## config.mk

```make
export PLATFORM = sky130hd
export DESIGN_NAME = arll_ram
export DESIGN_NICKNAME = d
export VERILOG_FILES = /design/src/rtl/core/arll_ram.sv
export SDC_FILE = /design/constraint.sdc
export NUM_CORES = 1
export LEC_CHECK = 0
export ABC_AREA = 1
export BUFFER_PORTS_ARGS = -buffer_cell sky130_fd_sc_hd__buf_2
export CAP_MARGIN = 25
export CELL_PAD_IN_SITES_DETAIL_PLACEMENT = 0
export CELL_PAD_IN_SITES_GLOBAL_PLACEMENT = 1
export CORE_MARGIN = 2
export CORE_UTILIZATION = 48
export DETAILED_ROUTE_END_ITERATION = 10
export GPL_ROUTABILITY_DRIVEN = 0
export PLACE_DENSITY_LB_ADDON = 0.1
export RECOVER_POWER = 100
export SLEW_MARGIN = 20
export SYNTH_ARGS = -nofsm -noshare
export SYNTH_HDL_FRONTEND = slang
export SYNTH_SLANG_ARGS = --single-unit
```

## constraint.sdc

```tcl
create_clock -name clk -period 2 [get_ports clk]
set_input_delay 0.4 -clock clk [delete_from_list [all_inputs] [get_ports clk]]
set_output_delay 0.4 -clock clk [all_outputs]
set_load 0.05 [all_outputs]
```

## src/rtl/core/arll_ram.sv

```systemverilog
// ----------------------------------------------------------------------------
// arll_ram
// Generic single-write, single-read memory with a registered read port.
// ----------------------------------------------------------------------------
module arll_ram #(
  parameter int WIDTH = 8,
  parameter int DEPTH = 128
) (
  input  logic                     clk,
  input  logic                     we,
  input  logic [$clog2(DEPTH)-1:0] waddr,
  input  logic [WIDTH-1:0]         wdata,
  input  logic [$clog2(DEPTH)-1:0] raddr,
  output logic [WIDTH-1:0]         rdata
);

  logic [WIDTH-1:0] mem [DEPTH];

  always_ff @(posedge clk) begin
    if (we) begin
      mem[waddr] <= wdata;
    end
    rdata <= mem[raddr];
  end

endmodule

```

### Word level (Yosys, flattened, before mapping)

Memories as Yosys holds them, arrays and structs flattened. A register that Yosys moved wholly into a read port is not among the register bits.
Index checks and enable logic that the tools add are counted.

* flip-flop bits (word level): 0
* memory bits (writable): 1024
* input port bits: 24
* output and inout bits: 8
* logic and storage cells: 3
* memories: 1

Memory list
* mem: words 128, width 8, read ports 1, clocked after memory_dff 1, wr ports 1, RTL line 17 `logic [WIDTH-1:0] mem [DEPTH];`

* multiplexer cells: 2

Operator list (count)
* $mux 1: 2

### Depth between registers and ports, before layout

Gate-level depths: netlist of run 1.

* depth after elaboration: 2
* gate-level depth with buffers: 14

### Least setup slack after synthesis of run 1

Ideal clock, no wire load.

* path type: input to register
* start point: input port we
* end point: memory mem[105][0] (enable)
* setup time: 0.370 ns
* arrival time: 1.386 ns
* data required time: 1.630 ns
* slack: 0.244 ns
* stages on the path: 4
* buffers on the path: 2
* cells stage by stage: clkbuf_1 nand2_1 clkbuf_1 nor2_1

* longest elaborated chain between the ends: 2

RTL lines
* start, declared: RTL line 10 `input logic we,`
* $mux 1: RTL line 20 `if (we) begin`
* $mux 1 (implied by the code): RTL line 21 `mem[waddr] <= wdata;`
* end, declared: RTL line 17

Every way passes these cells.

### Worst setup path in the final report of run 1

* start point: input port waddr[0]
* end point: memory mem[49][2] (enable)

RTL lines
* start, declared: RTL line 11 `input logic [$clog2(DEPTH)-1:0] waddr,`

Straight into the memory's write port.

==> results.py, run 1 <==
metrics = {
    "synth": {
        "synth_top_family_by_area": "simple AND/OR/NAND/NOR gates",
        "synthSimpleGateAreaFrac_pct": 23.2,
        "ys_seq_area_share_pct": 73.4,
        "syn_area_per_cell_sq_um": 11.8,
        "synth_area_leader_cell": "edfxtp_1",
        "yosysWarningCount": 0,
        "synth.area.top_cells": "edfxtp_1, nand3_1, nand2_1, buf_2, nor2_1",
        "synth_nets": 3599,
        "synth_top_area_share_pct": 73.0,
        "ys_types": 14,
        "synth.most_common_cell": "nand2_1",
        "async_flop_share_pct": 0,
        "synth_xor_area_share_pct": 0,
        "synth-edff-count": 1024,
        "synth-adder-area-share_pct": 0,
        "syn_inst": 3575,
        "synth-compound-area-share_pct": 0,
        "yosys-top-cells-count": "nand2_1, edfxtp_1, nand3_1",
        "muxShareOfSynthArea_pct": 0,
        "syn-cell-area_sq_mm": 0.0421,
        "ys_seq_elements": 1032,
        "ys.flop_type": "edfxtp_1",
    },
    "worst_setup_path": {
        "path_max_fanout": 13,
        "critPathLaunchType": "primary input",
        "r2r_start": "mem[67][2]",
        "crit_required_ns": 2.32,
        "crit_type": "in2reg",
        "reg2reg_slack_ns": 0.31,
        "r2r_cells": 10,
        "crit_arrival_ns": 2.35,
        "reg2reg_to": "rdata[2]",
        "cp-end-kind": "register",
    },
    "power_and_ir_drop": {
        "p_int_mw": 36.3,
        "peakVddDrop_mv": 0.749,
        "p_comb_share_pct": 7.0,
        "p_seq_share_pct": 51.1,
        "p_per_area_mw_per_mm2": 963,
        "p_leak_nw": 17.6,
        "power.share.clock_pct": 41.9,
        "power.switching_mw": 10.7,
        "switching_share_pct": 22.7,
    },
    "cts": {
        "clk_pin_slew_ns": 0.06,
        "cts_made_buffers": 106,
        "h-tree-depth": 3,
        "postCtsSetupBuffers": 0,
        "clock_sinks": 1032,
        "clkLatencyLatePin_ns": 0.68,
        "clockBufferDepth": 3,
        "cts_tree": "done",
        "ctsRootBufferMaster": "clkbuf_16",
    },
    "timing": {
        "relSlewSlack_pct": -34.2,
        "max_freq_ghz": 0.494,
        "post-route-min-period_ns": 2.03,
        "rsz0062_at_grt": "false",
        "worst_slew_pin_slew_ns": 2.01,
        "hold_ws_ns": 0.238,
        "skew_ns": 0.0249,
        "setup_viol": 8,
        "setup_slack_ns": -0.0260,
        "drv_slew": 333,
        "final.period_utilization_pct": 101,
        "hold_viol_final": 0,
    },
    "min_path": {
        "whs_path_depth": 1,
        "min_to": "mem[38][4]",
        "hold_path_class": "in2reg",
        "min_from": "wdata[4]",
    },
    "routing": {
        "viasPerCell": 5.56,
        "wl_per_cell_microns": 23.6,
        "drt_iter0_drc": 3228,
        "dr.pass1.iters": 6,
        "drc": 0,
        "drt-total-wl_microns": 120000,
        "vias": 28300,
        "ant_nets": 0,
    },
    "floorplanning": {
        "die_h_microns": 300,
        "std_cell_rows": 108,
        "start_util_pct": 48.5,
        "ios": 32,
        "core_region_area_sq_mm": 0.0869,
        "dieArea_sq_mm": 0.0901,
        "die-width_microns": 300,
    },
    "layout": {
        "final_core_util_pct": 56.1,
        "nets": 3863,
        "final_area_sq_mm": 0.0488,
        "stdcell_count": 5083,
        "syn2layout_area_growth_pct": 15.8,
        "drive_gt1_share_pct": 11.4,
    },
    "place": {
        "dp.cells": 4883,
        "io_buffers": 31,
        "dpl.hpwl_microns": 75200,
        "placed_area_sq_mm": 0.0461,
    },
    "run": {
        "maxCapViolCount": 5,
    },
    "grt": {
        "grt.overflow.total": 0,
        "grt_pass1_vias": 27800,
        "grt_use_total_pct": 26.9,
        "top_usage_layer": "met2",
        "grt_pass1_wl_microns": 179000,
        "use_met2_pct": 41.1,
        "grt_max_degree": 95,
        "met1_usage_pct": 39.5,
        "antenna_found_initial": 6,
        "met3_usage_pct": 4.34,
    },
    "run_status": {
        "violations": "max-capacitance violations, max-slew violations, negative setup slack",
        "status": "finished, violations left",
    },
}
area by class of cell:
cell class              instances  area [sq um]
fillers                      7381         38100
multi-input cells            2288          9760
well taps                    1155          1450
inverters                      24           116
clock buffers                 125          2770
clock inverters                69           677
repair buffers                387          3080
diodes                          3          7.51
flip-flops and latches       1032         30900
cells in the final DEF (no fill, tap or decap), drive strengths merged, types with 8 or more instances in the layout:
| cell | instances |
|---|---|
| edfxtp | 1024 |
| nor3 | 8 |
| nand3 | 931 |
| clkinv | 48 |
| nand2 | 1215 |
| buf | 197 |
| nor2 | 134 |
| dfxtp | 8 |
| inv | 28 |
| clkbuf | 312 |
| bufinv | 12 |
kinds of logic after synthesis:
kind of cell	count (synthesis)
buffers and inverters	255
flip-flops	1032
AND/OR/NAND/NOR	2288
worst max-delay path, cell delays in order:
cell and delay (ns):
clkbuf_1 0.24, inv_1 0.14, nor3_1 0.25, nand2_1 0.10, clkbuf_2 0.54, nor2_1 0.24, clkbuf_1 0.41
flip-flops by register name, summed over array words and instances (netlist names):
name,count
rdata,8
mem,1024
how the worst max path moves through the flow:
| stage | start | depth (start not counted) | slack, ns | to |
|---|---|---|---|---|
| 5_1_grt | rdata[3] | 1 | 0.01 | rdata[3] |
| 3_3_place_gp | raddr[0] | 14 | -0.33 | rdata[2] |
| 2_1_floorplan | we | 4 | 0.24 | mem[105][0] |
| 4_1_cts | rdata[1] | 1 | 0.004 | rdata[1] |
| 3_5_place_dp | raddr[1] | 13 | -0.34 | rdata[1] |
| 6_report | waddr[0] | 7 | -0.03 | mem[49][2] |
per-stage QoR:
| stage | worst slack (ns) | TNS, ns | power (mW) |
|---|---|---|---|
| finish | -0.0260 | -0.163 | 46.9 |
| global route | 0.0123 | 0 | 48.4 |
| CTS | 0.00449 | 0 | 47.3 |
| detailed placement | -0.343 | -1.92 | 27.8 |
| global placement | -0.334 | -1.82 | 27.7 |
| floorplan | 0.244 | 0 | 26.0 |
power groups by stage:
stage / registers, mW / clock network, mW / logic [mW]
final: 24.0 / 19.7 / 3.29
after global routing: 24.0 / 20.8 / 3.55
after CTS: 23.9 / 20.0 / 3.38
after detailed placement: 24.4 / 0 / 3.36
after global placement: 24.4 / 0 / 3.34
after floorplan: 24.4 / 0 / 1.57
repair_timing:
action,4_1_cts,5_1_grt
hold buffers,3,0
setup endpoints to repair,0,1
hold endpoints to repair,9,0
resized for setup,0,2
metal layers:
layer / vias up / wire (microns)
li1: 13100 / -
met1: 13900 / 52900
met2: 1055 / 55000
met3: 176 / 8960
met4: 2 / 3100
met5: - / 17
Power figures use the tool's default switching activity.
==> run 2: changes to the inputs <==
clock period = 2.1 ns   (was 2 ns; I/O delays follow)
==> run 2 against run 1 <==
The flow finishes with violations (max-capacitance violations, max-slew violations). Flip-flop and latch count is the same. Global-route usage grew 0.33 points. Non-clock buffer count shrank 26. Routed wire length grew 1.1%. Hold slack lost 0.13 ns. Worst setup slack gained 0.076 ns. Die area is the same. Clock skew shrank 0.0062 ns. Sequential share of layout area grew 0.38 points. Final area shrank 0.61%.
==> results.py, run 2 (synthesis results as in run 1) <==
metrics = {
    "run_status": {
        "status": "finished, violations left",
        "violations": "max-capacitance violations, max-slew violations",
    },
    "cts": {
        "clk_pin_slew_ns": 0.06,
        "ctsRootBufferMaster": "clkbuf_16",
        "h-tree-depth": 3,
        "cts_repair_resize_count": 0,
        "hold_buffers": 0,
        "clkLatencyLatePin_ns": 0.69,
        "clockBufferDepth": 3,
        "clock_sinks": 1032,
        "cts_made_buffers": 108,
        "postCtsSetupBuffers": 0,
        "cts_tree": "done",
    },
    "floorplanning": {
        "die_h_microns": 300,
        "ios": 32,
        "die-width_microns": 300,
        "start_util_pct": 48.5,
        "std_cell_rows": 108,
        "dieArea_sq_mm": 0.0901,
        "core_region_area_sq_mm": 0.0869,
    },
    "timing": {
        "post-route-min-period_ns": 2.05,
        "rsz0062_at_grt": "false",
        "skew_ns": 0.0187,
        "worst_slew_pin_slew_ns": 2.08,
        "final.period_utilization_pct": 97.6,
        "max_freq_ghz": 0.488,
        "hold_ws_ns": 0.103,
        "setup_slack_ns": 0.0504,
        "relSlewSlack_pct": -38.7,
        "setup_viol": 0,
        "hold_viol_final": 0,
        "drv_slew": 277,
    },
    "place": {
        "io_buffers": 31,
        "placed_area_sq_mm": 0.0459,
        "pre_cts_slack_ns": -0.204,
        "dpl.hpwl_microns": 76000,
    },
    "power_and_ir_drop": {
        "p_comb_share_pct": 7.0,
        "switching_share_pct": 22.8,
        "total_power_mw": 44.5,
        "p_leak_nw": 17.3,
        "power.switching_mw": 10.2,
        "p_per_area_mw_per_mm2": 918,
        "p_int_mw": 34.3,
        "peakVddDrop_mv": 0.740,
        "p_seq_share_pct": 51.4,
        "power.share.clock_pct": 41.7,
    },
    "worst_setup_path": {
        "crit_type": "reg2out",
        "reg2reg_slack_ns": 0.35,
        "critPathSlowestCell": "dfxtp_1",
        "critPathLaunchType": "register",
        "crit_path_cell_trace": "clkbuf_2",
        "crit_arrival_ns": 1.63,
        "slowest_delay_ns": 0.56,
        "cp-end-kind": "primary output",
        "path_max_fanout": 1,
        "timing.critical_path.buf_inv": 1,
        "crit_required_ns": 1.68,
        "critPathTopFamily": "flip-flops",
    },
    "routing": {
        "drt_iter0_drc": 3054,
        "drc": 0,
        "wl_per_cell_microns": 24.0,
        "dr.pass1.iters": 5,
        "viasPerCell": 5.61,
        "drt-total-wl_microns": 121000,
        "ant_nets": 0,
        "vias": 28400,
    },
    "layout": {
        "largest-register": "mem",
        "drive_gt1_share_pct": 9.17,
        "final_core_util_pct": 55.8,
        "multi_input_area_sq_mm": 0.00976,
        "final_area_sq_mm": 0.0485,
        "top_regs": "mem (1024), rdata (8)",
        "diodes": 0,
        "seq_area_sq_mm": 0.0309,
        "final_common_cell": "nand2_1",
        "fillers": 7352,
        "final_cell_mix": "nand2_1, edfxtp_1, nand3_1",
        "nets": 3839,
        "syn2layout_area_growth_pct": 15.1,
        "largest_register_ffs": 1024,
    },
    "grt": {
        "grt_use_total_pct": 27.2,
        "grt_pass1_wl_microns": 180000,
        "grt_max_degree": 101,
        "grt.overflow.total": 0,
        "antenna_found_initial": 4,
        "grt_pass1_vias": 27400,
    },
    "min_path": {
        "hold_path_class": "in2reg",
    },
    "run": {
        "maxCapViolCount": 5,
    },
}
-- run 2: worst paths after layout --
| check | startpoint | to | cells after the start |
|---|---|---|---|
| worst min register to register | mem[24][5] | rdata[5] | 10 |
| worst min-delay path | raddr[6] | rdata[3] | 3 |
| worst max-delay path | rdata[7] | rdata[7] | 1 |
| worst max register to register | mem[65][1] | rdata[1] | 10 |
-- run 2: per-stage QoR --
stage,setup TNS [ns],cells
6_report,0,5057
5_1_grt,0,5057
4_1_cts,0,5057
3_5_place_dp,-1.33,4860
3_3_place_gp,-1.42,4860
2_1_floorplan,0,3575
-- run 2: layout make-up --
class                   count  area share [%]
flip-flops and latches   1032            63.8
multi-input cells        2288            20.1
clock buffers             146            6.08
repair buffers            361            5.76
well taps                1155            2.98
clock inverters            51            1.02
inverters                  24           0.240
-- run 2: power groups by stage --
stage	clock network, mW	logic [mW]	registers (mW)
after floorplan	0	1.50	23.3
after global placement	0	3.16	23.2
after detailed placement	0	3.17	23.2
after CTS	18.9	3.18	22.8
after global routing	19.7	3.35	22.8
final	18.5	3.10	22.8
-- run 2: routing by layer --
layer	routed length [microns]	GRT usage [%]	vias up
met5	9	0	-
met2	55300	41.9	1210
li1	-	-	13100
met1	52900	40.6	13900
met4	2830	7.36	2
met3	10200	4.01	161
